**config.mk**
```make
export PLATFORM = sky130hd
export DESIGN_NAME = rare_kmer_read_marker_top
export DESIGN_NICKNAME = d
export VERILOG_FILES = /design/src/rtl/rkrm_pkg.sv /design/src/rtl/rare_kmer_read_marker_top.sv /design/src/rtl/rkrm_cell.sv
export SDC_FILE = /design/constraint.sdc
export NUM_CORES = 2
export LEC_CHECK = 0
export ABC_AREA = 1
export BUFFER_PORTS_ARGS = -buffer_cell sky130_fd_sc_hd__buf_2
export CAP_MARGIN = 20
export CORE_ASPECT_RATIO = 0.7
export CORE_UTILIZATION = 50
export CTS_CLUSTER_DIAMETER = 30
export CTS_CLUSTER_SIZE = 16
export DETAILED_ROUTE_END_ITERATION = 8
export GPL_TIMING_DRIVEN = 0
export PLACE_DENSITY = 0.72
export REMOVE_ABC_BUFFERS = 1
export SYNTH_ARGS = -nofsm -noshare
export SYNTH_HDL_FRONTEND = slang
export SYNTH_SLANG_ARGS = --single-unit
```
**constraint.sdc**
```tcl
create_clock -name clk -period 8.3 [get_ports clk]
set_clock_uncertainty 0.05 [all_clocks]
set_input_delay 0.83 -clock clk [delete_from_list [all_inputs] [get_ports clk]]
set_output_delay 0.83 -clock clk [all_outputs]
set_load 0.01 [all_outputs]
```
**src/rtl/rkrm_pkg.sv**
```systemverilog
`default_nettype none
package rkrm_pkg;

  // largest interval that can still be rare, plus one
  localparam int MAX_RARE    = 32;
  // stored members of one open interval
  localparam int STORE_DEPTH = MAX_RARE - 1;
  // interval size counter, holds 0 .. MAX_RARE
  localparam int SIZE_W      = $clog2(MAX_RARE + 1);

  localparam int READ_W  = 32;
  localparam int TOTAL_W = 40;
  localparam int LEN_W   = 16;
  localparam int CFG_IDX_W  = 3;
  localparam int CFG_DATA_W = 32;

  localparam logic [TOTAL_W-1:0] TOTAL_MAX = {TOTAL_W{1'b1}};

  // configuration register indexes
  localparam logic [CFG_IDX_W-1:0] REG_KMER_LENGTH   = 3'd0;
  localparam logic [CFG_IDX_W-1:0] REG_RARE_LIMIT    = 3'd1;
  localparam logic [CFG_IDX_W-1:0] REG_NUM_SEQUENCES = 3'd2;
  localparam logic [CFG_IDX_W-1:0] REG_MIRRORED      = 3'd3;

  // one stored interval member
  typedef struct packed {
    logic [READ_W-1:0] read;
    logic              elig;
  } entry_t;

  // per-cell control from the sequencer
  typedef struct packed {
    logic shift;
    logic load;
  } cell_ctrl_t;

endpackage
`default_nettype wire

```
**src/rtl/rare_kmer_read_marker_top.sv**
```systemverilog
`default_nettype none
// Each item passes the steps accept, append and finish; the stored members of every rare
// interval it closes are drained from the cell chain, which sets how soon it is done.
// A result stalled at the output holds the drain only when another result is due.
// A result waits in the hold stage until the next eligible member or the finish step
// moves it to the output register. Synchronous reset clears state,
// total and output; registers go to k=32, limit=8, 0 sequences, not mirrored.
module rare_kmer_read_marker_top (
  input  logic                              clk,
  input  logic                              rst,
  // configuration
  input  logic                              cfg_valid,
  output logic                              cfg_ready,
  input  logic [rkrm_pkg::CFG_IDX_W-1:0]    cfg_index,
  input  logic [rkrm_pkg::CFG_DATA_W-1:0]   cfg_data,
  // suffix input
  input  logic                              in_valid,
  output logic                              in_ready,
  input  logic [rkrm_pkg::LEN_W-1:0]        lcp_to_previous,
  input  logic [rkrm_pkg::READ_W-1:0]       seq_number,
  input  logic [rkrm_pkg::LEN_W-1:0]        rel_position,
  input  logic [rkrm_pkg::LEN_W-1:0]        seq_length,
  input  logic                              last_of_bucket,
  // result output
  output logic                              out_valid,
  input  logic                              out_ready,
  output logic [rkrm_pkg::READ_W-1:0]       read_index,
  output logic [rkrm_pkg::TOTAL_W-1:0]      rare_total,
  output logic                              last_of_run
);
  import rkrm_pkg::*;

  localparam logic [2:0] S_IDLE   = 3'd0;
  localparam logic [2:0] S_DRAIN1 = 3'd1;
  localparam logic [2:0] S_APPEND = 3'd2;
  localparam logic [2:0] S_DRAIN2 = 3'd3;
  localparam logic [2:0] S_FINISH = 3'd4;

  localparam int CMP_W = SIZE_W + 1;

  logic [2:0] state;

  // configuration registers
  logic [LEN_W-1:0]  kmer_length;
  logic [5:0]        rare_limit;
  logic [READ_W-1:0] num_sequences;
  logic              mirrored;

  assign cfg_ready = 1'b1;

  always_ff @(posedge clk) begin
    if (rst) begin
      kmer_length   <= LEN_W'(32);
      rare_limit    <= 6'd8;
      num_sequences <= '0;
      mirrored      <= 1'b0;
    end else if (cfg_valid) begin
      case (cfg_index)
        REG_KMER_LENGTH:   kmer_length   <= cfg_data[LEN_W-1:0];
        REG_RARE_LIMIT:    rare_limit    <= cfg_data[5:0];
        REG_NUM_SEQUENCES: num_sequences <= cfg_data;
        REG_MIRRORED:      mirrored      <= cfg_data[0];
        default: ;
      endcase
    end
  end

  // latched item
  logic [READ_W-1:0] item_seq;
  logic [LEN_W-1:0]  item_pos;
  logic [LEN_W-1:0]  item_len;
  logic              item_last;

  logic [SIZE_W-1:0]  size;
  logic [SIZE_W-1:0]  remaining;
  logic [TOTAL_W-1:0] rare_count;
  logic               hold_valid;
  logic [READ_W-1:0]  hold_read;
  logic [TOTAL_W-1:0] hold_total;

  assign in_ready = (state == S_IDLE);
  wire accept = in_valid && in_ready;

  // rare test against the current limit, capped by MAX_RARE
  function automatic logic is_rare(input logic [SIZE_W-1:0] sz, input logic [5:0] lim);
    is_rare = (CMP_W'(sz) < CMP_W'(lim)) && (CMP_W'(sz) < CMP_W'(MAX_RARE));
  endfunction

  function automatic logic [SIZE_W-1:0] drain_len(input logic [SIZE_W-1:0] sz);
    drain_len = (sz < SIZE_W'(STORE_DEPTH)) ? sz : SIZE_W'(STORE_DEPTH);
  endfunction

  // mirroring and eligibility for the append step
  logic [READ_W-1:0] nreads;
  logic [READ_W-1:0] mapped_seq;
  logic              item_elig;
  logic [LEN_W-1:0]  remain_len;
  logic [SIZE_W-1:0] size_inc;

  always_comb begin
    nreads     = mirrored ? (num_sequences >> 1) : num_sequences;
    mapped_seq = (item_seq >= nreads) ? (num_sequences - item_seq - READ_W'(1)) : item_seq;
    remain_len = item_len - item_pos;
    item_elig  = (item_pos <= item_len) && (remain_len >= kmer_length);
    size_inc   = (size < SIZE_W'(MAX_RARE)) ? size + SIZE_W'(1) : size;
  end

  // cell chain
  entry_t     cell_data [STORE_DEPTH];
  cell_ctrl_t cell_ctrl [STORE_DEPTH];
  entry_t     new_entry;
  entry_t     head;

  logic draining;
  logic out_free;
  logic advance;
  logic [TOTAL_W-1:0] count_inc;

  assign new_entry = '{read: mapped_seq, elig: item_elig};
  assign head      = cell_data[0];
  assign draining  = (state == S_DRAIN1) || (state == S_DRAIN2);
  assign out_free  = !out_valid || out_ready;
  assign advance   = draining && (!head.elig || !hold_valid || out_free);
  assign count_inc = (rare_count == TOTAL_MAX) ? rare_count : rare_count + TOTAL_W'(1);

  for (genvar g = 0; g < STORE_DEPTH; g++) begin : g_cell
    entry_t nb;
    if (g == STORE_DEPTH - 1) begin : g_tail
      assign nb = '0;
    end else begin : g_mid
      assign nb = cell_data[g+1];
    end
    assign cell_ctrl[g].shift = advance;
    assign cell_ctrl[g].load  = (state == S_APPEND) && (size == SIZE_W'(g));
    rkrm_cell u_cell (
      .clk       (clk),
      .ctrl      (cell_ctrl[g]),
      .load_data (new_entry),
      .neighbor  (nb),
      .data      (cell_data[g])
    );
  end

  // sequencer, hold stage and output register
  always_ff @(posedge clk) begin
    if (rst) begin
      state      <= S_IDLE;
      size       <= '0;
      remaining  <= '0;
      rare_count <= '0;
      hold_valid <= 1'b0;
      out_valid  <= 1'b0;
    end else begin
      if (out_valid && out_ready) begin
        out_valid <= 1'b0;
      end
      case (state)
        S_IDLE: begin
          if (accept) begin
            item_seq  <= seq_number;
            item_pos  <= rel_position;
            item_len  <= seq_length;
            item_last <= last_of_bucket;
            state     <= S_APPEND;
            if (size != '0 && lcp_to_previous < kmer_length) begin
              if (is_rare(size, rare_limit)) begin
                remaining <= drain_len(size);
                state     <= S_DRAIN1;
              end else begin
                size <= '0;
              end
            end
          end
        end
        S_DRAIN1, S_DRAIN2: begin
          if (advance) begin
            remaining <= remaining - SIZE_W'(1);
            if (head.elig) begin
              if (hold_valid) begin
                out_valid   <= 1'b1;
                read_index  <= hold_read;
                rare_total  <= hold_total;
                last_of_run <= 1'b0;
              end
              hold_valid <= 1'b1;
              hold_read  <= head.read;
              hold_total <= count_inc;
              rare_count <= count_inc;
            end
            if (remaining == SIZE_W'(1)) begin
              size  <= '0;
              state <= (state == S_DRAIN1) ? S_APPEND : S_FINISH;
            end
          end
        end
        S_APPEND: begin
          size  <= size_inc;
          state <= S_FINISH;
          if (item_last) begin
            if (is_rare(size_inc, rare_limit)) begin
              remaining <= drain_len(size_inc);
              state     <= S_DRAIN2;
            end else begin
              size <= '0;
            end
          end
        end
        S_FINISH: begin
          // the held result is the last of this run
          if (!hold_valid) begin
            state <= S_IDLE;
          end else if (out_free) begin
            out_valid   <= 1'b1;
            read_index  <= hold_read;
            rare_total  <= hold_total;
            last_of_run <= 1'b1;
            hold_valid  <= 1'b0;
            state       <= S_IDLE;
          end
        end
        default: state <= S_IDLE;
      endcase
    end
  end

endmodule
`default_nettype wire

```
**src/rtl/rkrm_cell.sv**
```systemverilog
`default_nettype none
module rkrm_cell (
  input  logic                clk,
  input  rkrm_pkg::cell_ctrl_t ctrl,
  input  rkrm_pkg::entry_t    load_data,
  input  rkrm_pkg::entry_t    neighbor,
  output rkrm_pkg::entry_t    data
);
  import rkrm_pkg::*;

  // shift toward the head during a drain, otherwise capture a new member
  always_ff @(posedge clk) begin
    if (ctrl.shift) begin
      data <= neighbor;
    end else if (ctrl.load) begin
      data <= load_data;
    end
  end

endmodule
`default_nettype wire
```
==> metrics.txt <==
outcome=completed; Detailed Route WL=between 100000 and 150000 µm; sequential area share after synthesis=66.01%; Placer Congestion=approximately 0.88; ANT cells=0; die width=around 410 µm; Data arrival, critical path=5830 ps; # setup viols final=0; Unique masters post-synth=51; Die Height=~290 µm; synth warn=0; worst reg2reg endpoint=g_cell[2].u_cell.data[18]; Fill cells=between 9000 and 10000; Sink Count=approximately 1300; area occupied by multi-input gates=roughly 17000 µm²; count of final hold-check violations=0; initial antenna violation count=1; Synth Cell Area=58980 µm²; design area=roughly 70000 µm²; number of global-route vias before repair=roughly 38000; post-detailed-route wirelength per cell=approximately 16 µm; cell count after synthesis=5709; 1st-iter DRT viols=3695; element type at the critical path end=register; IO Port Bufs=a little under 200; Post-synth ARST share=0%; critical path class=register to register; LEAKAGE=27.47 nW; Main synth FF type=edfxtp_1; CTS tree=done; Synth Register Bits=approximately 1300; max cap viols=0; Mean Syn Cell Area=slightly above 10 µm²; worst-path fanout max=51; most frequent cells after synthesis=nand2_1, edfxtp_1, inv_1; DR DRC count=0; area fraction of the dominant cell type after synthesis=between 60% and 70%; post-layout min period=roughly 5300 ps; grt ovf=0; hold_buf cts=0; hold path endpoint=item_seq[25]; RSZ-0062 raised after global routing=false; Final Util=approximately three fifths; maximum vdd drop=around 0.00026 V; FF-to-FF Start=mirrored; Required @ worst endpoint=8800 ps; post-CTS sizing=0; root buffer cell=clkbuf_16; P&R area growth vs syn=16.59%; worst slew pin tran=approximately 1100 ps; largest net degree at the start of global routing=between 150 and 200; Initial Util=50.39%; Reg clk slew, reported paths=about 50 ps; Cell Pwr Density=around 320 nW/µm²; first-pass GRT wire length=around 200000 µm; Layout Nets=6132; register area=about 39000 µm²; gr usage total=between 20% and 30%; Worst-Skew Late Latency=about 800 ps; Top-Level Pins=around 200; H-tree depth=4; CTS Buf Count=between 150 and 200; Reg2Reg Depth=14; hold wc startpoint=seq_number[25]; max-slew violation count=0; DRT Pass-1 Iters=7; Slew headroom=28.82%; antenna-violating nets left=0; main area contributors after synthesis=edfxtp_1, nand2_1, dfxtp_1, ha_1, inv_1; Cell Area, Placed=61920 µm²; core area=about 120000 µm²; Detailed Place HPWL=84800 µm; Worst Hold Class=input pin to register; worst hold path stage count=1; most frequent cell after synthesis=nand2_1; Post-CTS Setup Bufs=0; Max Clock Freq=roughly 190 MHz; worst-case clock buffer depth=3; Die ar.=approximately 120000 µm²; Final period util=64.27%; CP Launch Type=register; number of vias per cell=between 5 and 6; Reg2Reg Setup Slack=2970 ps; row count=between 100 and 150; Post-synth EDFFs=1200; vias=just under 40000; share of cells above drive strength 1=around 14%; cell taking the most area after synthesis=edfxtp_1
critical path, stage by stage, from the launching register on:
cell,delay [ps]
dfxtp_1,520
buf_16,280
inv_1,490
nand2_1,110
ha_1,320
nand2_1,80
nor2_2,160
nand4_2,140
nor2_2,300
nand4_4,730
nand3_4,890
nand2_1,120
nand3_1,480
buf_8,270
nand2_1,90
cells by family (layout without fill, tap and decap cells):
| logic type | after synthesis | after routing | share of synthesized area [%] |
|---|---|---|---|
| DFF | 1345 | 1345 | 66.01 |
| adders and majority gates | 129 | 129 | 2.762 |
| AOI/OAI and AO/OA | 374 | 374 | 3.339 |
| and+or+nand+nor | 3132 | 3132 | 21.68 |
| other | 1 | 1 | 0.006358 |
| buffers and inverters | 673 | 1021 | 5.352 |
| muxes | 15 | 15 | 0.2545 |
| xor gates and xnor gates | 40 | 40 | 0.5940 |
per-layer routing:
metal	routed length (µm)	part of all wire (%)	global-route usage, %
met5	12	0.0096	0
met1	59370	47	31.28
met4	1863	1.5	5.481
met3	7181	5.7	3.589
met2	56950	45	33.27
per-stage QoR:
step	setup slack (ps)	setup TNS [ps]	instances	power [mW]	hold slack, ps
after floorplan	-10500	-4310020	5418	12.61	350.3
after global placement	-20760	-	7164	14.00	350.5
after detailed placement	2062	0	7232	13.84	354.5
after CTS	2543	0	7606	22.21	90.58
after global routing	2598	0	7608	23.14	109.1
final	2965	0	7608	22.02	149.2
worst max-delay path by stage:
stage,start,end,cells after the start
after global routing,mirrored,g_cell[1].u_cell.data[23],14
after global placement,out_ready,read_index[21],11
final,mirrored,g_cell[2].u_cell.data[18],14
after detailed placement,out_ready,read_index[21],16
after floorplan,out_ready,last_of_run,10
after CTS,state[2],read_index[29],14
state kept, by name, summed over array words and instances (netlist names):
register	count
read_index	32
item_last	1
item_pos	16
hold_total	40
rare_limit	6
kmer_length	16
hold_read	32
mirrored	1
g_cell.u_cell.data	1023
rare_total	40
item_seq	32
last_of_run	1
rare_count	40
state	3
item_len	16
out_valid	1
remaining	6
num_sequences	32
size	6
hold_valid	1
where the power goes:
| group | internal (mW) | switching [mW] |
|---|---|---|
| sequential | 9.15 | 0.288 |
| combinational | 1.23 | 3.04 |
| clock | 4.99 | 3.32 |
| total | 15.4 | 6.64 |
layout by cell type, fill, tap and decap left out, types with 14 or more instances in the layout:
| cell | count |
|---|---|
| nand2_1 | 2448 |
| edfxtp_1 | 1200 |
| inv_1 | 372 |
| nor2_1 | 254 |
| clkbuf_16 | 200 |
| buf_2 | 195 |
| nand3_1 | 155 |
| o21ai_0 | 147 |
| dfxtp_1 | 145 |
| a21oi_1 | 143 |
| ha_1 | 127 |
| nand2_2 | 102 |
| nand4_1 | 75 |
| buf_12 | 39 |
| clkinv_2 | 34 |
| nand3_2 | 31 |
| xor2_1 | 31 |
| o21ai_4 | 30 |
| inv_6 | 30 |
| nor3_1 | 23 |
| clkinv_4 | 23 |
| buf_8 | 19 |
| or2_2 | 17 |
| o21ai_1 | 17 |
| clkbuf_1 | 17 |
| clkinvlp_4 | 16 |
| mux2i_1 | 15 |
| o21bai_1 | 14 |
final cells by class:
type                       count  share of cell area [%]
clock buffer                 225                   7.530
clock inverter               149                   2.369
inverter                     382                   2.100
multi-input combinational   3691                   25.11
sequential                  1345                   56.62
tap                         1551                   2.822
timing repair buffer         265                   3.450
Note: power is estimated with default switching activity, not from simulation.
